[config.mk]
export PLATFORM = sky130hd
export DESIGN_NAME = shell_quote_tokenizer_core_flat
export DESIGN_NICKNAME = d
export VERILOG_FILES = /design/src/design/sqt_pkg.sv /design/src/design/sqt_if.sv /design/src/design/shell_quote_tokenizer_core.sv /design/src/design/sqt_step.sv /design/src/design/sqt_result_buf.sv /design/src/flat_wrapper.sv
export SDC_FILE = /design/constraint.sdc
export NUM_CORES = 1
export LEC_CHECK = 0
export ABC_AREA = 1
export BUFFER_PORTS_ARGS = -buffer_cell sky130_fd_sc_hd__buf_2
export CAP_MARGIN = 30
export CORE_ASPECT_RATIO = 1.4
export CORE_MARGIN = 2
export CORE_UTILIZATION = 35
export CTS_BUF_LIST = sky130_fd_sc_hd__clkbuf_4
export DETAILED_ROUTE_END_ITERATION = 7
export GPL_TIMING_DRIVEN = 0
export MAX_ROUTING_LAYER = met4
export SYNTH_ARGS = -nofsm -noshare
export SYNTH_HDL_FRONTEND = slang
export SYNTH_SLANG_ARGS = --single-unit
[constraint.sdc]
create_clock -name clk -period 3.42 [get_ports clk]
set_input_delay 0.513 -clock clk [delete_from_list [all_inputs] [get_ports clk]]
set_output_delay 0.513 -clock clk [all_outputs]
set_load 0.02 [all_outputs]
[src/design/sqt_pkg.sv]
// shared types, codes and byte constants for the shell quote tokenizer
package sqt_pkg;

	// number of results one input byte can cause
	localparam int MAX_RES = 3;

	// quoting context
	typedef enum logic [1:0] {
		MODE_UNQ = 2'd0,
		MODE_SQ  = 2'd1,
		MODE_DQ  = 2'd2
	} mode_t;

	// result kinds
	typedef enum logic [1:0] {
		KIND_BYTE  = 2'd0,
		KIND_END   = 2'd1,
		KIND_ERROR = 2'd2
	} kind_t;

	// byte codes with special meaning
	localparam logic [7:0] CH_SQUOTE = 8'h27;
	localparam logic [7:0] CH_DQUOTE = 8'h22;
	localparam logic [7:0] CH_BSLASH = 8'h5c;
	localparam logic [7:0] CH_DOLLAR = 8'h24;
	localparam logic [7:0] CH_BQUOTE = 8'h60;
	localparam logic [7:0] CH_NL     = 8'h0a;
	localparam logic [7:0] CH_SPACE  = 8'h20;
	localparam logic [7:0] CH_TAB    = 8'h09;
	localparam logic [7:0] CH_CR     = 8'h0d;

	typedef struct packed {
		mode_t mode;
		logic  esc;
		logic  word_open;
	} state_t;

	typedef struct packed {
		kind_t      kind;
		logic [7:0] word_byte;
	} result_t;

	// everything one byte produces: results, their count and the next state
	typedef struct packed {
		result_t [MAX_RES-1:0] res;
		logic [1:0]            cnt;
		state_t                nxt;
	} step_t;

	// ascii whitespace: space, tab, newline, vertical tab, form feed, return
	function automatic logic is_sep(input logic [7:0] c);
		return (c == CH_SPACE) || ((c >= CH_TAB) && (c <= CH_CR));
	endfunction

	// bytes a backslash escapes inside double quotes
	function automatic logic is_dq_esc(input logic [7:0] c);
		return (c == CH_DQUOTE) || (c == CH_BSLASH) || (c == CH_DOLLAR) ||
			(c == CH_BQUOTE) || (c == CH_NL);
	endfunction

endpackage

[src/design/sqt_if.sv]
// valid/ready channel interfaces for command bytes and tokenizer results
interface sqt_byte_if;
	logic       valid;
	logic       ready;
	logic [7:0] ch;
	logic       final_byte;

	modport source (output valid, output ch, output final_byte, input ready);
	modport sink (input valid, input ch, input final_byte, output ready);
endinterface

interface sqt_tok_if;
	logic           valid;
	logic           ready;
	sqt_pkg::kind_t kind;
	logic [7:0]     word_byte;
	logic           run_end;

	modport source (output valid, output kind, output word_byte, output run_end, input ready);
	modport sink (input valid, input kind, input word_byte, input run_end, output ready);
endinterface

[src/design/shell_quote_tokenizer_core.sv]
// top level of the shell quote tokenizer
// Splits a command line into shell words, one byte per transfer on cmd.
// cmd carries ch and final_byte; final_byte marks the last byte of a line.
// tok carries results: kind (word byte, end of word, unterminated quote),
// word_byte, and run_end on the last result caused by one input byte.
// An accepted byte is held in the input register and decoded from it; its
// results are then loaded into the result register, from which they transfer.
// Throughput is one byte per cycle while tok does not stall and each byte
// causes at most one result; a byte causing more results holds the output
// port until all have transferred, since the result register drains one
// result per cycle while tok is ready. Bytes with no results (quotes, pending
// backslash, repeated whitespace) pass without waiting on tok.
// When tok stalls, the result register holds its entry and the input register
// keeps the next byte; cmd.ready falls only when both are occupied.
// Reset clears the quoting state and empties both registers. After each final
// byte the quoting state returns to its reset value for the next line.
module shell_quote_tokenizer_core (
	input  logic    clk,
	input  logic    arst_n,
	sqt_byte_if.sink  cmd,
	sqt_tok_if.source tok
);

	logic            valid_s1;
	logic [7:0]      ch_s1;
	logic            final_s1;
	sqt_pkg::state_t state_q;
	sqt_pkg::step_t  step;
	logic            buf_free;
	logic            advance;
	logic            load;

	// decode of the held byte
	sqt_step u_step (
		.cur        (state_q),
		.ch         (ch_s1),
		.final_byte (final_s1),
		.step       (step)
	);

	// a byte with no results never waits for the result register
	assign advance   = valid_s1 && ((step.cnt == 2'd0) || buf_free);
	assign load      = advance && (step.cnt != 2'd0);
	assign cmd.ready = !valid_s1 || advance;

	// input register payload
	always_ff @(posedge clk) begin
		if (cmd.valid && cmd.ready) begin
			ch_s1    <= cmd.ch;
			final_s1 <= cmd.final_byte;
		end
	end

	// input register valid and quoting state
	always_ff @(posedge clk or negedge arst_n) begin
		if (!arst_n) begin
			valid_s1 <= 1'b0;
			state_q  <= '{mode: sqt_pkg::MODE_UNQ, esc: 1'b0, word_open: 1'b0};
		end else begin
			if (cmd.ready) begin
				valid_s1 <= cmd.valid;
			end
			if (advance) begin
				state_q <= step.nxt;
			end
		end
	end

	// result register and output side
	sqt_result_buf u_result_buf (
		.clk      (clk),
		.arst_n   (arst_n),
		.load     (load),
		.load_res (step.res),
		.load_cnt (step.cnt),
		.free     (buf_free),
		.tok      (tok)
	);

`ifndef SYNTHESIS
	// a finished line leaves the quoting state at its reset value
	a_line_reset: assert property (@(posedge clk) disable iff (!arst_n)
		advance && final_s1 |=> (state_q.mode == sqt_pkg::MODE_UNQ) && !state_q.esc &&
			!state_q.word_open)
		else $error("quoting state not cleared after final byte");

	// single quotes never leave a backslash pending
	a_no_sq_escape: assert property (@(posedge clk) disable iff (!arst_n)
		!(state_q.esc && (state_q.mode == sqt_pkg::MODE_SQ)))
		else $error("escape pending inside single quotes");

	// an error result always closes the run of its byte
	a_error_last: assert property (@(posedge clk) disable iff (!arst_n)
		tok.valid && (tok.kind == sqt_pkg::KIND_ERROR) |-> tok.run_end)
		else $error("error result not last of its byte");

	// results are loaded only into an empty or draining result register
	a_load_free: assert property (@(posedge clk) disable iff (!arst_n)
		load |-> (!tok.valid || (tok.ready && tok.run_end)))
		else $error("result register overwritten");
`endif

endmodule

[src/design/sqt_step.sv]
// per-byte decode: results and next quoting state for one command byte
module sqt_step (
	input  sqt_pkg::state_t cur,
	input  logic [7:0]      ch,
	input  logic            final_byte,
	output sqt_pkg::step_t  step
);

	sqt_pkg::state_t                        st;
	sqt_pkg::result_t [sqt_pkg::MAX_RES-1:0] r;
	logic [1:0]                             n;

	always_comb begin
		st = cur;
		r  = '0;
		n  = 2'd0;

		// byte after a backslash
		if (cur.esc) begin
			st.esc = 1'b0;
			if (cur.mode == sqt_pkg::MODE_DQ) begin
				if (sqt_pkg::is_dq_esc(ch)) begin
					if (ch != sqt_pkg::CH_NL) begin
						r[n] = '{kind: sqt_pkg::KIND_BYTE, word_byte: ch};
						n    = n + 2'd1;
					end
				end else begin
					r[n] = '{kind: sqt_pkg::KIND_BYTE, word_byte: sqt_pkg::CH_BSLASH};
					n    = n + 2'd1;
					r[n] = '{kind: sqt_pkg::KIND_BYTE, word_byte: ch};
					n    = n + 2'd1;
				end
			end else begin
				st.mode = sqt_pkg::MODE_UNQ;
				if (ch == sqt_pkg::CH_NL) begin
					if (cur.word_open) begin
						r[n] = '{kind: sqt_pkg::KIND_END, word_byte: 8'd0};
						n    = n + 2'd1;
						st.word_open = 1'b0;
					end
				end else begin
					r[n] = '{kind: sqt_pkg::KIND_BYTE, word_byte: ch};
					n    = n + 2'd1;
					st.word_open = 1'b1;
				end
			end
		// inside single quotes
		end else if (cur.mode == sqt_pkg::MODE_SQ) begin
			if (ch == sqt_pkg::CH_SQUOTE) begin
				st.mode = sqt_pkg::MODE_UNQ;
			end else begin
				r[n] = '{kind: sqt_pkg::KIND_BYTE, word_byte: ch};
				n    = n + 2'd1;
			end
		// inside double quotes
		end else if (cur.mode == sqt_pkg::MODE_DQ) begin
			if ((ch == sqt_pkg::CH_BSLASH) && !final_byte) begin
				st.esc = 1'b1;
			end else if (ch == sqt_pkg::CH_DQUOTE) begin
				st.mode = sqt_pkg::MODE_UNQ;
			end else begin
				r[n] = '{kind: sqt_pkg::KIND_BYTE, word_byte: ch};
				n    = n + 2'd1;
			end
		// unquoted
		end else begin
			st.mode = sqt_pkg::MODE_UNQ;
			if ((ch == sqt_pkg::CH_BSLASH) && !final_byte) begin
				st.esc = 1'b1;
			end else if (ch == sqt_pkg::CH_SQUOTE) begin
				st.mode      = sqt_pkg::MODE_SQ;
				st.word_open = 1'b1;
			end else if (ch == sqt_pkg::CH_DQUOTE) begin
				st.mode      = sqt_pkg::MODE_DQ;
				st.word_open = 1'b1;
			end else if (sqt_pkg::is_sep(ch)) begin
				if (cur.word_open) begin
					r[n] = '{kind: sqt_pkg::KIND_END, word_byte: 8'd0};
					n    = n + 2'd1;
					st.word_open = 1'b0;
				end
			end else begin
				r[n] = '{kind: sqt_pkg::KIND_BYTE, word_byte: ch};
				n    = n + 2'd1;
				st.word_open = 1'b1;
			end
		end

		// end of the command line: close the word or flag an open quote
		if (final_byte) begin
			if ((st.mode == sqt_pkg::MODE_SQ) || (st.mode == sqt_pkg::MODE_DQ)) begin
				r[n] = '{kind: sqt_pkg::KIND_ERROR, word_byte: 8'd0};
				n    = n + 2'd1;
			end else if (st.word_open) begin
				r[n] = '{kind: sqt_pkg::KIND_END, word_byte: 8'd0};
				n    = n + 2'd1;
			end
			st = '{mode: sqt_pkg::MODE_UNQ, esc: 1'b0, word_open: 1'b0};
		end
	end

	assign step.res = r;
	assign step.cnt = n;
	assign step.nxt = st;

endmodule

[src/design/sqt_result_buf.sv]
// result register: holds up to three results of one byte and hands them out in order
module sqt_result_buf (
	input  logic                                    clk,
	input  logic                                    arst_n,
	input  logic                                    load,
	input  sqt_pkg::result_t [sqt_pkg::MAX_RES-1:0] load_res,
	input  logic [1:0]                              load_cnt,
	output logic                                    free,
	sqt_tok_if.source                               tok
);

	sqt_pkg::result_t [sqt_pkg::MAX_RES-1:0] ent_q;
	logic [1:0]                              cnt_q;
	logic [1:0]                              idx_q;
	logic                                    last_ent;
	logic                                    xfer;

	assign last_ent = (idx_q == (cnt_q - 2'd1));
	assign xfer     = tok.valid && tok.ready;
	assign free     = (cnt_q == 2'd0) || (xfer && last_ent);

	// present the current entry
	assign tok.valid     = (cnt_q != 2'd0);
	assign tok.kind      = ent_q[idx_q].kind;
	assign tok.word_byte = ent_q[idx_q].word_byte;
	assign tok.run_end   = last_ent;

	// entry payload
	always_ff @(posedge clk) begin
		if (load) begin
			ent_q <= load_res;
		end
	end

	// fill count and read pointer
	always_ff @(posedge clk or negedge arst_n) begin
		if (!arst_n) begin
			cnt_q <= 2'd0;
			idx_q <= 2'd0;
		end else if (load) begin
			cnt_q <= load_cnt;
			idx_q <= 2'd0;
		end else if (xfer) begin
			if (last_ent) begin
				cnt_q <= 2'd0;
				idx_q <= 2'd0;
			end else begin
				idx_q <= idx_q + 2'd1;
			end
		end
	end

endmodule

[src/flat_wrapper.sv]
// flat-port wrapper written by rule: the top's interface ports become plain ports
module shell_quote_tokenizer_core_flat 
  (clk, arst_n, cmd_valid, cmd_ch, cmd_final_byte, cmd_ready, tok_valid, tok_kind, tok_word_byte, tok_run_end, tok_ready);
  sqt_byte_if cmd_i ();
  sqt_tok_if tok_i ();
  input  logic clk;
  input  logic arst_n;
  input wire logic [$bits(cmd_i.valid)-1:0] cmd_valid;
  input wire logic [$bits(cmd_i.ch)-1:0] cmd_ch;
  input wire logic [$bits(cmd_i.final_byte)-1:0] cmd_final_byte;
  output wire logic [$bits(cmd_i.ready)-1:0] cmd_ready;
  output wire logic [$bits(tok_i.valid)-1:0] tok_valid;
  output wire logic [$bits(tok_i.kind)-1:0] tok_kind;
  output wire logic [$bits(tok_i.word_byte)-1:0] tok_word_byte;
  output wire logic [$bits(tok_i.run_end)-1:0] tok_run_end;
  input wire logic [$bits(tok_i.ready)-1:0] tok_ready;
  assign cmd_i.valid = cmd_valid;
  assign cmd_i.ch = cmd_ch;
  assign cmd_i.final_byte = cmd_final_byte;
  assign cmd_ready = cmd_i.ready;
  assign tok_valid = tok_i.valid;
  assign tok_kind = tok_i.kind;
  assign tok_word_byte = tok_i.word_byte;
  assign tok_run_end = tok_i.run_end;
  assign tok_i.ready = tok_ready;
  shell_quote_tokenizer_core u_core (.clk(clk), .arst_n(arst_n), .cmd(cmd_i), .tok(tok_i));
endmodule
## After elaboration in Yosys (flattened, before gate mapping)

Cells that the tools add are included.

- Output and inout port bits: 13
- Input bits: 13
- Logic and storage cells: 136
- Bits in registers: 48

- Bitwise logic cells: 6
- Reduce and logical (&&, ||, !) cells: 26
- Multiplexer cells: 69
- Eq/ne operators: 13
- $lt $le $gt $ge: 5
- $add $sub $neg: 3

Operators with widths:

| kind | number |
|---|---|
| two-way mux 10 bit | 11 |
| two-way mux 30 bit | 2 |
| two-way mux 2 bit | 28 |
| bitwise AND 18 x 27 -> 27 bit | 2 |
| inverter 27 bit | 2 |
| two-way mux 8 bit | 6 |
| equality test 8 x 6 -> 1 bit, second input constant | 4 |
| two-way mux 9 bit | 3 |
| binary-select mux 10 bit (select 2 bit) | 1 |
| demux 10 bit (select 2 bit) | 1 |
| two-way mux 20 bit | 1 |
| equality test 8 x 7 -> 1 bit, second input constant | 2 |
| two-way mux 1 bit | 13 |
| logical OR 1 bit | 9 |
| equality test 8 x 4 -> 1 bit, second input constant | 1 |
| greater-or-equal comparator 8 x 4 -> 1 bit, second input constant | 1 |
| <= comparator 8 x 4 -> 1 bit, second input constant | 1 |
| logical AND 1 bit | 8 |
| two-way mux 4 bit | 2 |
| != test 8 x 4 -> 1 bit, second input constant | 1 |
| nonzero test 2 bit | 4 |
| less-than comparator 2 x 3 -> 1 bit, second input constant | 2 |
| bitwise OR 2 x 3 -> 3 bit | 2 |
| adder 2 x 1 -> 2 bit, second input constant | 2 |
| 9 further kinds | 13 |

## Logic depth before layout (Yosys ltp)

- Word-level depth: 20
- Depth in mapped cells: 19
- Gate-level depth less buffers: 19

## Cells and area by module

A second synthesis with hierarchy kept.

- Cells, all modules: 328
- Area total of the unflattened synthesis: 2859.0 µm²

By module, submodules not included:

| module | area an instance (µm²) | times used | cells each | sequential area each (µm²) |
|---|---|---|---|---|
| sqt_result_buf | 1377.6 | 1 | 114 | 1001.0 |
| sqt_step | 987.2 | 1 | 177 | 0.0 |
| shell_quote_tokenizer_core | 494.2 | 1 | 37 | 395.4 |

## Worst setup path after synthesis

Ideal clock, no wire load.

- Path kind: flip-flop to flip-flop
- Start point: register u_core.ch_s1[3]
- End point: register u_core.u_result_buf.ent_q[0] (netlist bit), enable pin
- Path buffers: 2
- Period minus slack after synthesis: 2.934 ns
- Library setup time: 0.377 ns
- Stages on the path, launching flop included: 15
- Path slack: 0.486 ns
- Data arrival time: 2.557 ns
- Path through: edfxtp_1 nand2_1 nor2_1 and2_4 nor2_4 nand3_1 or2_0 buf_2 buf_2 ha_1 nand3_1 nand2_2 nand2_4 nand3_4 inv_1

- Cells in the longest elaborated chain, start to end: 18

RTL lines:

| element | line | text |
|---|---|---|
| from (decl) | shell_quote_tokenizer_core.sv:25 | `logic [7:0] ch_s1;` |
| from (signal assigned) | shell_quote_tokenizer_core.sv:49 | `ch_s1 <= cmd.ch;` |
| greater-or-equal comparator 8 x 4 -> 1 bit / <= comparator 8 x 4 -> 1 bit (equally long branches) | sqt_pkg.sv:52 | `return (c == CH_SPACE) \|\| ((c >= CH_TAB) && (c <= CH_CR));` |
| logical AND 1 bit | sqt_pkg.sv:52 |  |
| logical OR 1 bit | sqt_pkg.sv:52 |  |
| two-way mux 2 bit | sqt_step.sv:76 | `end else if (sqt_pkg::is_sep(ch)) begin` |
| two-way mux 2 bit | sqt_step.sv:73 | `end else if (ch == sqt_pkg::CH_DQUOTE) begin` |
| two-way mux 2 bit | sqt_step.sv:70 | `end else if (ch == sqt_pkg::CH_SQUOTE) begin` |
| two-way mux 2 bit | sqt_step.sv:68 | `if ((ch == sqt_pkg::CH_BSLASH) && !final_byte) begin` |
| two-way mux 2 bit | sqt_step.sv:56 | `end else if (cur.mode == sqt_pkg::MODE_DQ) begin` |
| [2 not listed] | - |  |
| adder 2 x 1 -> 2 bit | sqt_step.sv:93, sqt_step.sv:96 |  |
| two-way mux 2 bit | sqt_step.sv:94 | `end else if (st.word_open) begin` |
| two-way mux 2 bit | sqt_step.sv:91 | `if ((st.mode == sqt_pkg::MODE_SQ) \|\| (st.mode == sqt_pkg::MODE_DQ)) begin` |
| two-way mux 2 bit * | sqt_step.sv:90 | `if (final_byte) begin` |
| zero test 2 bit | shell_quote_tokenizer_core.sv:42 | `assign advance = valid_s1 && ((step.cnt == 2'd0) \|\| buf_free);` |
| logical OR 1 bit | shell_quote_tokenizer_core.sv:42 |  |
| logical AND 1 bit | shell_quote_tokenizer_core.sv:42 |  |
| logical AND 1 bit * | shell_quote_tokenizer_core.sv:43 | `assign load = advance && (step.cnt != 2'd0);` |
| to (signal assigned) | sqt_result_buf.sv:31 | `ent_q <= load_res;` |
| to (decl) | sqt_result_buf.sv:12 | `sqt_pkg::result_t [sqt_pkg::MAX_RES-1:0] ent_q;` |

Every way passes the cells marked *; elsewhere a longest branch is shown, timed or not.
A chain may end at the register's enable or synchronous reset.

## Final worst setup path

- Start point: register u_core.ch_s1[3]
- End point: output cmd_ready

- Cells in the longest elaborated chain, start to end: 18

RTL lines:

| element | line | text |
|---|---|---|
| greater-or-equal comparator 8 x 4 -> 1 bit / <= comparator 8 x 4 -> 1 bit (equally long branches) | sqt_pkg.sv:52 |  |
| logical AND 1 bit | sqt_pkg.sv:52 |  |
| logical OR 1 bit | sqt_pkg.sv:52 |  |
| two-way mux 2 bit | sqt_step.sv:76 |  |
| two-way mux 2 bit | sqt_step.sv:73 |  |
| two-way mux 2 bit | sqt_step.sv:70 |  |
| two-way mux 2 bit | sqt_step.sv:68 |  |
| two-way mux 2 bit | sqt_step.sv:56 |  |
| [2 not listed] | - |  |
| adder 2 x 1 -> 2 bit | sqt_step.sv:93, sqt_step.sv:96 |  |
| two-way mux 2 bit | sqt_step.sv:94 |  |
| two-way mux 2 bit | sqt_step.sv:91 |  |
| two-way mux 2 bit * | sqt_step.sv:90 |  |
| zero test 2 bit * | shell_quote_tokenizer_core.sv:42 |  |
| logical OR 1 bit * | shell_quote_tokenizer_core.sv:42 |  |
| logical AND 1 bit * | shell_quote_tokenizer_core.sv:42 |  |
| logical OR 1 bit * | shell_quote_tokenizer_core.sv:44 | `assign cmd.ready = !valid_s1 \|\| advance;` |
| to (decl) | flat_wrapper.sv:11 | `output wire logic [$bits(cmd_i.ready)-1:0] cmd_ready;` |

Marks and branches as above.

==> metrics.yaml <==
yosysWarnings: 0
setup_violations: 0
period_minus_slack_ps: 3240
gp_congestion: 0.933
fin_skew_ps: 11.6
synth_seq_cells: 40
power_density_nw_per_um2: 720
synth_area_per_cell_um2: 8.30
clk_pin_slew_ps: 130
io_buffers: 25
grt_pass1_wl_mm: 8.75
wl_mm: 4.86
syn_to_final_growth_pct: 15.0
p_leak_nw: 1.27
nFillCells: 676
fp.dieW_um: 73.9
synth_area_um2: 2390
r2r_slack_ps: 300
end_kind: "output port"
fin_crit_sh: 0.946
tightest_slew_ps: 752
drive_above_1_share: 0.238
finalHoldViolations: 0
path_max_fanout: 6
seq_area_um2: 1160
dr.pass1.iters: 4
report.final.slew_viol_count: 0
dieArea_um2: 7520
drv_cap: 0
cts_htree_levels: 2
cp.arrival_ps: 2720
fp-row-count: 35
die_h_um: 102
grt_pass1_vias: 1985
final_nets: 344
cp.required_ps: 2910
drtIter0Drc: 98
cts_root_buf: "clkbuf_4"
irDropWorstVdd_mv: 0.236
start_util: 0.362
worstSetupPathType: "reg -> out"
grt_overflow: 0
worstSkewPairLatency_ps: 360
place_area_um2: 2630
multi_input_area_um2: 1070
startpoint_type: "flop"
cts_tree: "done"
slew_headroom: 0.498
avgRoutedWirePerCell_um: 11.6
finalInstanceArea_um2: 2750
drc: 0
netlist_instances: 288
numCtsBuffers: 5
holdPathEnd: "u_core.ch_s1[2]$_DFFE_PP_"
antenna_left: 0
grt_max_degree: 23
pin_count: 26
rr_worst_depth: 13
core-area_um2: 6610
mappedNetlistNets: 305
whs_path_depth: 1
holdWs_ps: 312
antenna_found_initial: 0
yosysSeqAreaShare: 0.484
status: "completed"
yosysUniqueCellTypes: 32
min_from: "cmd_ch[2]"
r2r-end: "u_core.u_result_buf.ent_q[9]$_SDFFCE_PN0N_"
diodes: 0
vias: 1955
grtUsageTotal: 0.156
clk_path_buf_depth: 2
dp_hpwl_mm: 3.81
clkSinkCount: 40
fmax_mhz: 309
r2r_start: "u_core.ch_s1[3]$_DFFE_PP_"
hold_class: "in -> reg"
vias_per_cell: 4.65
[state kept, by name (all words and copies together) (netlist names)]
| name | count |
|---|---|
| u_core.u_result_buf.ent_q | 22 |
| u_core.u_result_buf.idx_q | 2 |
| u_core.valid_s1 | 1 |
| u_core.final_s1 | 1 |
| u_core.u_result_buf.cnt_q | 2 |
| u_core.state_q | 4 |
| u_core.ch_s1 | 8 |
[cell usage in the layout, fill, tap and decap left out, types with 2 or more instances in the layout]
master / count
nand3_2: 3
edfxtp_1: 31
nor3_2: 2
nor2_1: 47
buf_4: 8
nand2_2: 12
inv_1: 28
clkbuf_4: 5
nor3_1: 15
nand2_1: 55
nand2_4: 2
a211oi_1: 2
nor4_1: 2
nand4_1: 3
ha_1: 4
clkbuf_1: 3
o21ai_0: 14
xor2_1: 2
nand3_1: 23
a21oi_1: 6
dfrtp_1: 9
buf_2: 27
nor2_4: 2
inv_2: 8
nand3b_1: 2
clkinv_2: 2
[critical path, stage by stage (launching register included)]
cell and delay [ps]:
edfxtp_1 500, buf_4 180, nor3_2 260, nand3_1 180
nand2_1 100, nand2_1 60, nand2_2 120, a21oi_2 80
ha_1 300, nand3_1 100, nand2_2 80, nand2_4 120
nand3_2 90, buf_2 170
[worst max path at each step]
stage | start | end | slack, ps | cells past startpoint
floorplan | u_core.ch_s1[3]$_DFFE_PP_ | u_core.u_result_buf.ent_q[0]$_DFFE_PN_ | 490 | 14
CTS | u_core.ch_s1[3]$_DFFE_PP_ | cmd_ready | 20 | 14
global route | u_core.ch_s1[3]$_DFFE_PP_ | cmd_ready | -2 | 17
global placement | u_core.ch_s1[4]$_DFFE_PP_ | u_core.u_result_buf.ent_q[14]$_DFFE_PN_ | 150 | 16
finish | u_core.ch_s1[3]$_DFFE_PP_ | cmd_ready | 180 | 13
detailed placement | u_core.ch_s1[3]$_DFFE_PP_ | u_core.u_result_buf.ent_q[15]$_DFFE_PN_ | 110 | 14
[Yosys cell counts]
cell,number,area share
ha_1,4,0.021
or2_0,1,0.0026
nand2_4,2,0.0094
nor2_4,2,0.0094
xnor2_1,1,0.0037
o21ai_4,1,0.0068
dfrtp_1,9,0.094
nand2_2,11,0.029
inv_1,28,0.044
o22ai_1,1,0.0026
edfxtp_1,31,0.39
nand4_1,3,0.0079
nor2_1,47,0.074
a21oi_2,1,0.0037
nand3_4,1,0.0073
nor2_2,1,0.0026
and2_4,1,0.0037
nand2_1,56,0.088
a21oi_1,6,0.013
xor2_1,2,0.0073
nand3_1,23,0.048
inv_2,8,0.013
a211oi_1,2,0.0063
o21ai_0,14,0.029
buf_2,4,0.0084
nor4_1,2,0.0052
nor3_1,15,0.031
nand2_8,1,0.0084
nand3_2,3,0.013
nor3_2,2,0.0084
nand3b_1,2,0.0063
clkbuf_1,3,0.0047
[power by group]
part           switching [W]  internal [W]  total (W)
logic               0.000642      0.000305   0.000947
clock network       0.000169     0.0000791   0.000248
registers          0.0000712      0.000713   0.000784
total               0.000882       0.00110    0.00198
[through the flow]
step                total power [W]  setup TNS, ps   util  setup slack (ps)  instances
detailed placement          0.00173              0  0.398               114        405
global route                0.00216          -2.35  0.416             -2.35        420
finish                      0.00198              0  0.416               184        420
CTS                         0.00198              0  0.408              15.6        414
floorplan                   0.00149              0      -               486        288
global placement            0.00172              0  0.398               146        405
[cell type report]
class,instances,share of cell area
tap,92,0.0419
inverter,36,0.0491
clock buffer,5,0.0136
multi-input combinational,205,0.389
timing repair buffer,33,0.0682
buffer,6,0.0105
clock inverter,3,0.00682
sequential,40,0.420
[cells by family (layout without fill, tap and decap cells)]
| logic type | count (synthesis) | in the layout | synth area share |
|---|---|---|---|
| buf+inv | 43 | 83 | 0.0696 |
| compound gates | 25 | 25 | 0.0612 |
| fa+ha+maj | 4 | 4 | 0.0209 |
| simple gates | 173 | 173 | 0.354 |
| xor+xnor | 3 | 3 | 0.0110 |
| flops | 40 | 40 | 0.484 |
[repair_timing]
item                                    CTS  global route
hold endpoints to repair                  9             0
hold buffers                              1             0
setup buffers                             0             7
resized for setup                         0             3
endpoints found under the setup margin    0            23
[per-layer routing]
layer,routed length (um),vias to the layer above,GRT usage
met2,2610,30,0.282
met5,0,-,-
met1,2010,892,0.164
li1,-,1024,-
met4,114,0,0.0629
met3,129,9,0.0249
Note: power is estimated with default switching activity, not from simulation.
